[src/rtl/core/nsm_pkg.sv]
// Package: shared types and constants for the nerve stimulation monitor core.
`timescale 1ns / 1ps

package nsm_pkg;

    // Fixed field widths
    localparam int ALPHA_W   = 16;
    localparam int WEIGHT_W  = 24;
    localparam int FILT_W    = 32;
    localparam int TERM_W    = 32;
    localparam int THRESH_W  = 32;
    localparam int CFG_W     = 32;
    localparam int CFG_IDX_W = 3;

    // Shared multiplier: unsigned gain/coefficient times signed 33-bit operand
    localparam int MUL_A_W = WEIGHT_W + 1;
    localparam int MUL_B_W = FILT_W + 1;
    localparam int PROD_W  = MUL_A_W + MUL_B_W;

    // Rounding of the filter step, Q0.16 coefficient
    localparam int ALPHA_FRAC = 16;

    // Configuration register indexes
    localparam logic [CFG_IDX_W-1:0] CFG_ALPHA_ONE    = 3'd0;
    localparam logic [CFG_IDX_W-1:0] CFG_ALPHA_TWO    = 3'd1;
    localparam logic [CFG_IDX_W-1:0] CFG_ALPHA_THREE  = 3'd2;
    localparam logic [CFG_IDX_W-1:0] CFG_WEIGHT_ONE   = 3'd3;
    localparam logic [CFG_IDX_W-1:0] CFG_WEIGHT_TWO   = 3'd4;
    localparam logic [CFG_IDX_W-1:0] CFG_WEIGHT_THREE = 3'd5;
    localparam logic [CFG_IDX_W-1:0] CFG_STIM_THRESH  = 3'd6;

    // Register reset values
    localparam logic [ALPHA_W-1:0]  ALPHA_RESET  = 16'h8000;
    localparam logic [THRESH_W-1:0] THRESH_RESET = 32'hFFFF_FFFF;

    // Sequencer states, one-hot
    typedef enum logic [8:0] {
        S_IDLE = 9'b0_0000_0001,
        S_F1   = 9'b0_0000_0010,
        S_F2   = 9'b0_0000_0100,
        S_F3   = 9'b0_0000_1000,
        S_T1   = 9'b0_0001_0000,
        S_T2   = 9'b0_0010_0000,
        S_T3   = 9'b0_0100_0000,
        S_SUM  = 9'b0_1000_0000,
        S_DONE = 9'b1_0000_0000
    } t_state;

    // Magnitude of a filter value, widened so the result is never negative
    function automatic logic signed [MUL_B_W-1:0] f_mag(input logic signed [FILT_W-1:0] v);
        logic signed [MUL_B_W-1:0] v_ext;
        v_ext = {v[FILT_W-1], v};
        return v[FILT_W-1] ? -v_ext : v_ext;
    endfunction

endpackage

[src/rtl/core/nerve_stimulation_monitor_core.sv]
// Top level: per-axis nerve stimulation monitor with one shared multiplier.
// Sequence: each accepted sample runs through F1, F2, F3, T1, T2, T3, SUM and DONE;
//   the next is taken only back in IDLE. Six products (three filter steps, three
//   weighted terms) pass one after another through a single multiplier.
// Reset (synchronous, active low) restores the register defaults and clears the
//   previous sample, the three filters and the handshake state.
`timescale 1ns / 1ps

module nerve_stimulation_monitor_core
    import nsm_pkg::*;
#(
    parameter int SAMPLE_BITS = 16
) (
    input  logic                   i_clk,
    input  logic                   i_rst_n,
    // input channel
    input  logic                   i_valid,
    output logic                   o_ready,
    input  logic [SAMPLE_BITS-1:0] i_sample,
    input  logic                   i_first,
    // output channel
    output logic                   o_valid,
    input  logic                   i_ready,
    output logic [TERM_W-1:0]      o_term_one,
    output logic [TERM_W-1:0]      o_term_two,
    output logic [TERM_W-1:0]      o_term_three,
    output logic [TERM_W-1:0]      o_total,
    output logic                   o_over_limit,
    // configuration
    input  logic                   i_cfg_we,
    input  logic [CFG_IDX_W-1:0]   i_cfg_index,
    input  logic [CFG_W-1:0]       i_cfg_data
);

    localparam int FRAC   = 31 - SAMPLE_BITS;
    localparam int SLEW_W = SAMPLE_BITS + 1;

    // Configuration registers
    logic [ALPHA_W-1:0]  r_alpha_one, r_alpha_two, r_alpha_three;
    logic [WEIGHT_W-1:0] r_weight_one, r_weight_two, r_weight_three;
    logic [THRESH_W-1:0] r_threshold;

    // Sequencer and state
    t_state                    r_state, n_state;
    logic signed [SAMPLE_BITS-1:0] r_prev;
    logic signed [FILT_W-1:0]  r_f1, r_f2, r_f3;
    logic signed [FILT_W-1:0]  r_x;
    logic [FILT_W-1:0]         r_ax;
    logic signed [PROD_W-1:0]  r_prod;
    logic [TERM_W-1:0]         r_t1, r_t2, r_t3;
    logic [TERM_W:0]           r_sum12;

    // Output register
    logic                      r_out_valid;
    logic [TERM_W-1:0]         r_o_t1, r_o_t2, r_o_t3, r_o_total;
    logic                      r_o_over;

    logic                      w_accept;
    logic                      w_out_load;
    logic signed [SLEW_W-1:0]  w_slew;
    logic signed [FILT_W-1:0]  w_x;
    logic signed [MUL_A_W-1:0] w_mul_a;
    logic signed [MUL_B_W-1:0] w_mul_b;
    logic signed [PROD_W-1:0]  w_prod;
    logic signed [PROD_W-1:0]  w_filt_step;
    logic signed [FILT_W-1:0]  w_filt_inc;
    logic [PROD_W-1:0]         w_term_rnd;
    logic [PROD_W-1:0]         w_term_shift;
    logic [TERM_W-1:0]         w_term_sat;
    logic [TERM_W-1:0]         w_t3;
    logic [TERM_W+1:0]         w_sum;

    assign o_ready      = (r_state == S_IDLE);
    assign w_accept     = i_valid && o_ready;
    assign w_out_load   = (r_state == S_DONE) && (!r_out_valid || i_ready);

    assign o_valid      = r_out_valid;
    assign o_term_one   = r_o_t1;
    assign o_term_two   = r_o_t2;
    assign o_term_three = r_o_t3;
    assign o_total      = r_o_total;
    assign o_over_limit = r_o_over;

    // Slew in sample units, then scaled up by FRAC bits
    always_comb begin
        if (i_first) begin
            w_slew = {i_sample[SAMPLE_BITS-1], i_sample};
        end else begin
            w_slew = $signed({i_sample[SAMPLE_BITS-1], i_sample})
                   - $signed({r_prev[SAMPLE_BITS-1], r_prev});
        end
        w_x = $signed({w_slew, {FRAC{1'b0}}});
    end

    // Operand select for the shared multiplier
    always_comb begin
        w_mul_a = '0;
        w_mul_b = '0;
        unique case (r_state)
            S_F1: begin
                w_mul_a = $signed({{(MUL_A_W-ALPHA_W){1'b0}}, r_alpha_one});
                w_mul_b = $signed({r_x[FILT_W-1], r_x}) - $signed({r_f1[FILT_W-1], r_f1});
            end
            S_F2: begin
                w_mul_a = $signed({{(MUL_A_W-ALPHA_W){1'b0}}, r_alpha_two});
                w_mul_b = $signed({1'b0, r_ax}) - $signed({r_f2[FILT_W-1], r_f2});
            end
            S_F3: begin
                w_mul_a = $signed({{(MUL_A_W-ALPHA_W){1'b0}}, r_alpha_three});
                w_mul_b = $signed({r_x[FILT_W-1], r_x}) - $signed({r_f3[FILT_W-1], r_f3});
            end
            S_T1: begin
                w_mul_a = $signed({1'b0, r_weight_one});
                w_mul_b = f_mag(r_f1);
            end
            S_T2: begin
                w_mul_a = $signed({1'b0, r_weight_two});
                w_mul_b = f_mag(r_f2);
            end
            S_T3: begin
                w_mul_a = $signed({1'b0, r_weight_three});
                w_mul_b = f_mag(r_f3);
            end
            default: begin
                w_mul_a = '0;
                w_mul_b = '0;
            end
        endcase
    end

    assign w_prod = w_mul_a * w_mul_b;

    // Filter step: round half up, drop the Q0.16 fraction
    assign w_filt_step = (r_prod + $signed(PROD_W'(1 << (ALPHA_FRAC - 1)))) >>> ALPHA_FRAC;
    assign w_filt_inc  = w_filt_step[FILT_W-1:0];

    // Weighted term: round half up, drop FRAC bits, saturate to 32 bits
    assign w_term_rnd   = $unsigned(r_prod) + (PROD_W'(1) << (FRAC - 1));
    assign w_term_shift = w_term_rnd >> FRAC;
    assign w_term_sat   = (|w_term_shift[PROD_W-1:TERM_W]) ? '1 : w_term_shift[TERM_W-1:0];

    // Third term and total; zero third weight is the two-term mode
    assign w_t3  = (r_weight_three == '0) ? '0 : r_t3;
    assign w_sum = {1'b0, r_sum12} + {2'b00, w_t3};

    // Next state
    always_comb begin
        n_state = r_state;
        unique case (r_state)
            S_IDLE: if (w_accept) n_state = S_F1;
            S_F1:   n_state = S_F2;
            S_F2:   n_state = S_F3;
            S_F3:   n_state = S_T1;
            S_T1:   n_state = S_T2;
            S_T2:   n_state = S_T3;
            S_T3:   n_state = S_SUM;
            S_SUM:  n_state = S_DONE;
            S_DONE: if (w_out_load) n_state = S_IDLE;
            default: n_state = S_IDLE;
        endcase
    end

    // Configuration writes
    always_ff @(posedge i_clk) begin
        if (!i_rst_n) begin
            r_alpha_one    <= ALPHA_RESET;
            r_alpha_two    <= ALPHA_RESET;
            r_alpha_three  <= ALPHA_RESET;
            r_weight_one   <= '0;
            r_weight_two   <= '0;
            r_weight_three <= '0;
            r_threshold    <= THRESH_RESET;
        end else if (i_cfg_we) begin
            unique case (i_cfg_index)
                CFG_ALPHA_ONE:    r_alpha_one    <= i_cfg_data[ALPHA_W-1:0];
                CFG_ALPHA_TWO:    r_alpha_two    <= i_cfg_data[ALPHA_W-1:0];
                CFG_ALPHA_THREE:  r_alpha_three  <= i_cfg_data[ALPHA_W-1:0];
                CFG_WEIGHT_ONE:   r_weight_one   <= i_cfg_data[WEIGHT_W-1:0];
                CFG_WEIGHT_TWO:   r_weight_two   <= i_cfg_data[WEIGHT_W-1:0];
                CFG_WEIGHT_THREE: r_weight_three <= i_cfg_data[WEIGHT_W-1:0];
                CFG_STIM_THRESH:  r_threshold    <= i_cfg_data[THRESH_W-1:0];
                default: ;
            endcase
        end
    end

    // Sequencer, previous sample and filter state
    always_ff @(posedge i_clk) begin
        if (!i_rst_n) begin
            r_state     <= S_IDLE;
            r_prev      <= '0;
            r_f1        <= '0;
            r_f2        <= '0;
            r_f3        <= '0;
            r_out_valid <= 1'b0;
        end else begin
            r_state <= n_state;
            if (w_accept) begin
                r_prev <= i_sample;
                if (i_first) begin
                    r_f1 <= '0;
                    r_f2 <= '0;
                    r_f3 <= '0;
                end
            end
            if (r_state == S_F2) r_f1 <= r_f1 + w_filt_inc;
            if (r_state == S_F3) r_f2 <= r_f2 + w_filt_inc;
            if (r_state == S_T1) r_f3 <= r_f3 + w_filt_inc;
            if (w_out_load) begin
                r_out_valid <= 1'b1;
            end else if (i_ready) begin
                r_out_valid <= 1'b0;
            end
        end
    end

    // Datapath registers, no reset needed
    always_ff @(posedge i_clk) begin
        if (w_accept) begin
            r_x  <= w_x;
            r_ax <= w_x[FILT_W-1] ? FILT_W'(-w_x) : FILT_W'(w_x);
        end
        r_prod <= w_prod;
        if (r_state == S_T2) r_t1 <= w_term_sat;
        if (r_state == S_T3) begin
            r_t2    <= w_term_sat;
            r_sum12 <= {1'b0, r_t1} + {1'b0, w_term_sat};
        end
        if (r_state == S_SUM) r_t3 <= w_term_sat;
        if (w_out_load) begin
            r_o_t1    <= r_t1;
            r_o_t2    <= r_t2;
            r_o_t3    <= w_t3;
            r_o_total <= (|w_sum[TERM_W+1:TERM_W]) ? '1 : w_sum[TERM_W-1:0];
            r_o_over  <= ((|w_sum[TERM_W+1:TERM_W]) ? '1 : w_sum[TERM_W-1:0]) > r_threshold;
        end
    end

`ifndef SYNTHESIS
    // An accepted sample keeps the input side busy on the next cycle
    a_busy_after_accept: assert property (@(posedge i_clk) disable iff (!i_rst_n)
        w_accept |=> !o_ready)
        else $error("input ready while a sample is in work");

    // A presented total is never below the first term
    a_total_bounds: assert property (@(posedge i_clk) disable iff (!i_rst_n)
        o_valid |-> (o_total >= o_term_one))
        else $error("total below term one");

    // Output register only loads from the final sequencer step
    a_load_from_done: assert property (@(posedge i_clk) disable iff (!i_rst_n)
        (!o_valid && $past(i_rst_n) && $past(o_valid) == 1'b0 && o_valid == 1'b0)
            |=> (o_valid == 1'b0 || $past(r_state) == S_DONE))
        else $error("output became valid outside the final step");
`endif

endmodule

[config.mk]
export PLATFORM = sky130hd
export DESIGN_NAME = nerve_stimulation_monitor_core
export DESIGN_NICKNAME = d
export VERILOG_FILES = /design/src/rtl/core/nsm_pkg.sv /design/src/rtl/core/nerve_stimulation_monitor_core.sv
export SDC_FILE = /design/constraint.sdc
export NUM_CORES = 2
export LEC_CHECK = 0
export BUFFER_PORTS_ARGS = -buffer_cell sky130_fd_sc_hd__buf_2
export CORE_MARGIN = 1.5
export CORE_UTILIZATION = 31
export CTS_CLUSTER_DIAMETER = 120
export DETAILED_ROUTE_END_ITERATION = 6
export GPL_TIMING_DRIVEN = 0
export RECOVER_POWER = 25
export SYNTH_ARGS = -nofsm -noshare
export SYNTH_HDL_FRONTEND = slang
export SYNTH_SLANG_ARGS = --single-unit
[constraint.sdc]
create_clock -name i_clk -period 36.5 [get_ports i_clk]
set_clock_uncertainty 0.1 [all_clocks]
set_input_delay 9.125 -clock i_clk [delete_from_list [all_inputs] [get_ports i_clk]]
set_output_delay 9.125 -clock i_clk [all_outputs]
set_load 0.02 [all_outputs]
==> summary.md <==
| Metric | Value |
|---|---|
| FF+latch count, synth | 609 |
| Async SR Flop Fraction | 0% |
| Fin nets | 8578 |
| Top FF cell, synth | dfxtp_1 |
| GRT Residual Overflow | 0 |
| Violated checks | DRC, capacitance limit, slew limit |
| Synth area leaders | fa_1, edfxtp_1, dfxtp_1 |
| Port buffer count | 187 |
| Post-cts hold buffer count | 0 |
| DRC Markers | 1 |
| Detailed Place HPWL | 204000 um |
| Startpoint Class | flip-flop |
| Drt total wl | 245000 um |
| Antenna Nets Post-Route | 0 |
| Post-route non-filler standard cell count | 10100 |
| HP Class | reg2reg |
| CP arrival | 17.21 ns |
| Worst slew pin tran | 3.22 ns |
| TNS Setup | 0 ns |
| GRT Total Usage | 23.2% |
| H-tree depth | 3 |
| Relative slew slack | -115% |
| Fmax achieved | 60.0 MHz |
| Clock Latency Late Sink | 0.73 ns |
| Vias/cell | 5.31 |
| Max-cap violations | 7 |
| Clock transition at path regs | 0.06 ns |
| Tot Pwr | 1780 uW |
| Mapped Area | 63600 um^2 |
| Root Buffer | clkbuf_16 |
| Post-synth EDFFs | 291 |
| Yosys cell types | 102 |
| Io pins | 188 |
| Share of post-route cells with drive strength above 1 | 5.96% |
| Die Height | 456 um |
| Area delta synth->final | 11.5% |
| Via count | 53500 |
| WL/cell | 24.3 um |
| CTS buffer count | 73 |
| Final Hold Vio Count | 0 |
| Antenna violations before repair | 31 |
| Final Max Slew Viols | 173 |
| First-pass GRT wire length | 356000 um |
| Setup crit end kind | flip-flop |
| Core Area | 204000 um^2 |
| Final Setup Violations | 0 |
| RSZ-0062 raised after global routing | no |
| Most frequent CP cell | fa_1 |
| Post-synth top area share | 25.0% |
| Placed cells | 9934 |
| Die ar. | 208000 um^2 |
| Max incr delay on CP | 1.01 ns |
| Vias in the first global route | 52700 |
| Post-synthesis sequential area ratio | 23.8% |
| PostCTS Resize Cnt | 0 |
| WS Path Type | reg2reg |
| Part of the cycle the worst path needs | 45.7% |
| CP max-delay cell | o21ai_1 |
| DRT iter0 DRCs | 6026 |
| CTS tree | built |
| Crit path max fanout | 11 |
| Gpl congestion | 1.03 |
| Synth Instances | 7016 |
| Critical Path RT | 37.03 ns |
| Max Buffers Root-to-Sink | 3 |
| Maximum vdd drop | 34.6 uV |
| Biggest area consumer among synthesized cells | fa_1 |
| Initial Utilization | 31.1% |
| Row cnt | 166 |
| Yosys warnings | 0 |
| Die boundary width | 456 um |
| Post CTS Setup Buffer Count | 0 |
| Run status | finished with violations |
| Clk sinks | 609 |
| Syn_area_per_cell | 9.06 um^2 |
| Pwr per Cell Area | 25.0 nW/um^2 |
| DR pass1 iterations | 7 |
| Pleak | 0.0314 uW |
| Largest net degree at the start of global routing | 42 |
| Min Tclk post-route | 16.67 ns |
| Fin util | 34.7% |
==> synth_stat cells (19+ instances only) <==
cell type / number
and2_1: 113
ha_1: 405
a211o_1: 23
o21bai_1: 32
nand3_1: 103
a21oi_1: 246
or4_1: 19
o211ai_1: 40
or2_2: 27
a22oi_1: 73
nor4_1: 30
nand2b_1: 50
xnor2_1: 235
nor2_1: 347
a211oi_1: 31
o31ai_1: 45
fa_1: 794
o22ai_1: 27
o21a_1: 45
nor2b_1: 150
dfxtp_1: 318
nand4_1: 43
mux2i_1: 32
nor3_1: 67
a222oi_1: 19
or3_1: 50
o21ai_0: 193
clkbuf_1: 268
a31oi_1: 67
edfxtp_1: 291
and3_1: 30
inv_1: 1043
a21boi_0: 143
nand2_1: 1093
a21o_1: 96
xor2_1: 172
==> cell type report <==
type / count / area (um^2)
inverter: 1044 / 3920
multi-input combinational: 5072 / 43500
fill: 20800 / 133000
tap: 2688 / 3360
sequential: 609 / 15100
clock inverter: 45 / 519
clock buffer: 91 / 1960
timing repair buffer: 216 / 1290
antenna: 11 / 27.5
buffer: 306 / 1200
==> power breakdown <==
group	switching [uW]	internal (uW)
sequential	12.3	729
clock	327	433
combinational	171	104
==> per-layer routing <==
metal  GRT usage, %  vias up  wire (um)
met5              0        -        106
met2           34.7     2573     104000
met1           31.1    26800     103000
met3           5.12      514      23500
li1               -    23600          -
met4           12.4       18      15200
==> final timing paths <==
kind                                 start  cells after the start        endpoint  slack [ns]
worst max-delay path            r_state[4]                     46      r_prod[57]       19.83
worst min-delay path              r_t2[31]                      0  o_term_two[31]        0.31
worst max register to register  r_state[4]                     46      r_prod[57]       19.83
worst min register to register    r_t2[31]                      0  o_term_two[31]        0.31
==> critical path: cells and delay by family, from the launching register on <==
kind                     cells  cell delay [ns]
AO/OA/AOI/OAI               15             5.00
adder cells (fa/ha/maj)      9             4.39
buffers and inverters       12             4.21
AND/OR/NAND/NOR              7             1.98
multiplexers                 1             0.39
flip-flops                   1             0.30
XOR/XNOR                     2             0.24
==> stage by stage <==
stage	instance area, um^2	hold slack, ns	worst slack, ns
after floorplan	63600	0.300	20.83
after global placement	67900	0.304	18.22
after detailed placement	68500	0.305	20.34
after CTS	71000	0.302	20.33
after global routing	70900	0.329	19.49
final	70900	0.310	19.83
==> layout by cell type, fill, tap and decap left out, drive strengths merged, types with 31 or more instances in the layout <==
cell / n
a21o: 96
and2: 113
o31ai: 48
o21a: 46
clkbuf: 369
xor2: 172
a211oi: 34
ha: 405
nor4: 33
o211ai: 40
nor2: 347
mux2i: 32
nand3: 104
a31oi: 67
buf: 244
or3: 51
or2: 31
inv: 1052
a21boi: 143
nand2: 1093
o21bai: 32
xnor2: 235
o21ai: 204
dfxtp: 318
a22oi: 75
fa: 794
nor2b: 150
nor3: 69
a21oi: 247
nand2b: 50
edfxtp: 291
nand4: 44
==> cell families after synthesis <==
logic type | synth area share (%)
xor gates and xnor gates | 5.61
muxes | 0.539
adders and majority gates | 33.1
buffers and inverters | 8.06
DFF | 23.8
and+or+nand+nor | 15.8
AOI/OAI and AO/OA | 13.2
other | 0.0118
==> registers in the layout, summed over array words and instances (netlist names), 17 cells and up <==
signal          cells
r_weight_three     24
r_f2               32
r_f3               32
r_f1               32
r_prod             44
o_term_one         32
r_sum12            33
o_term_three       32
r_ax               17
r_weight_one       24
o_term_two         32
r_t2               32
r_t3               32
r_weight_two       24
o_total            32
r_threshold        32
r_t1               32
No activity file was read; power rests on OpenSTA's default activity.
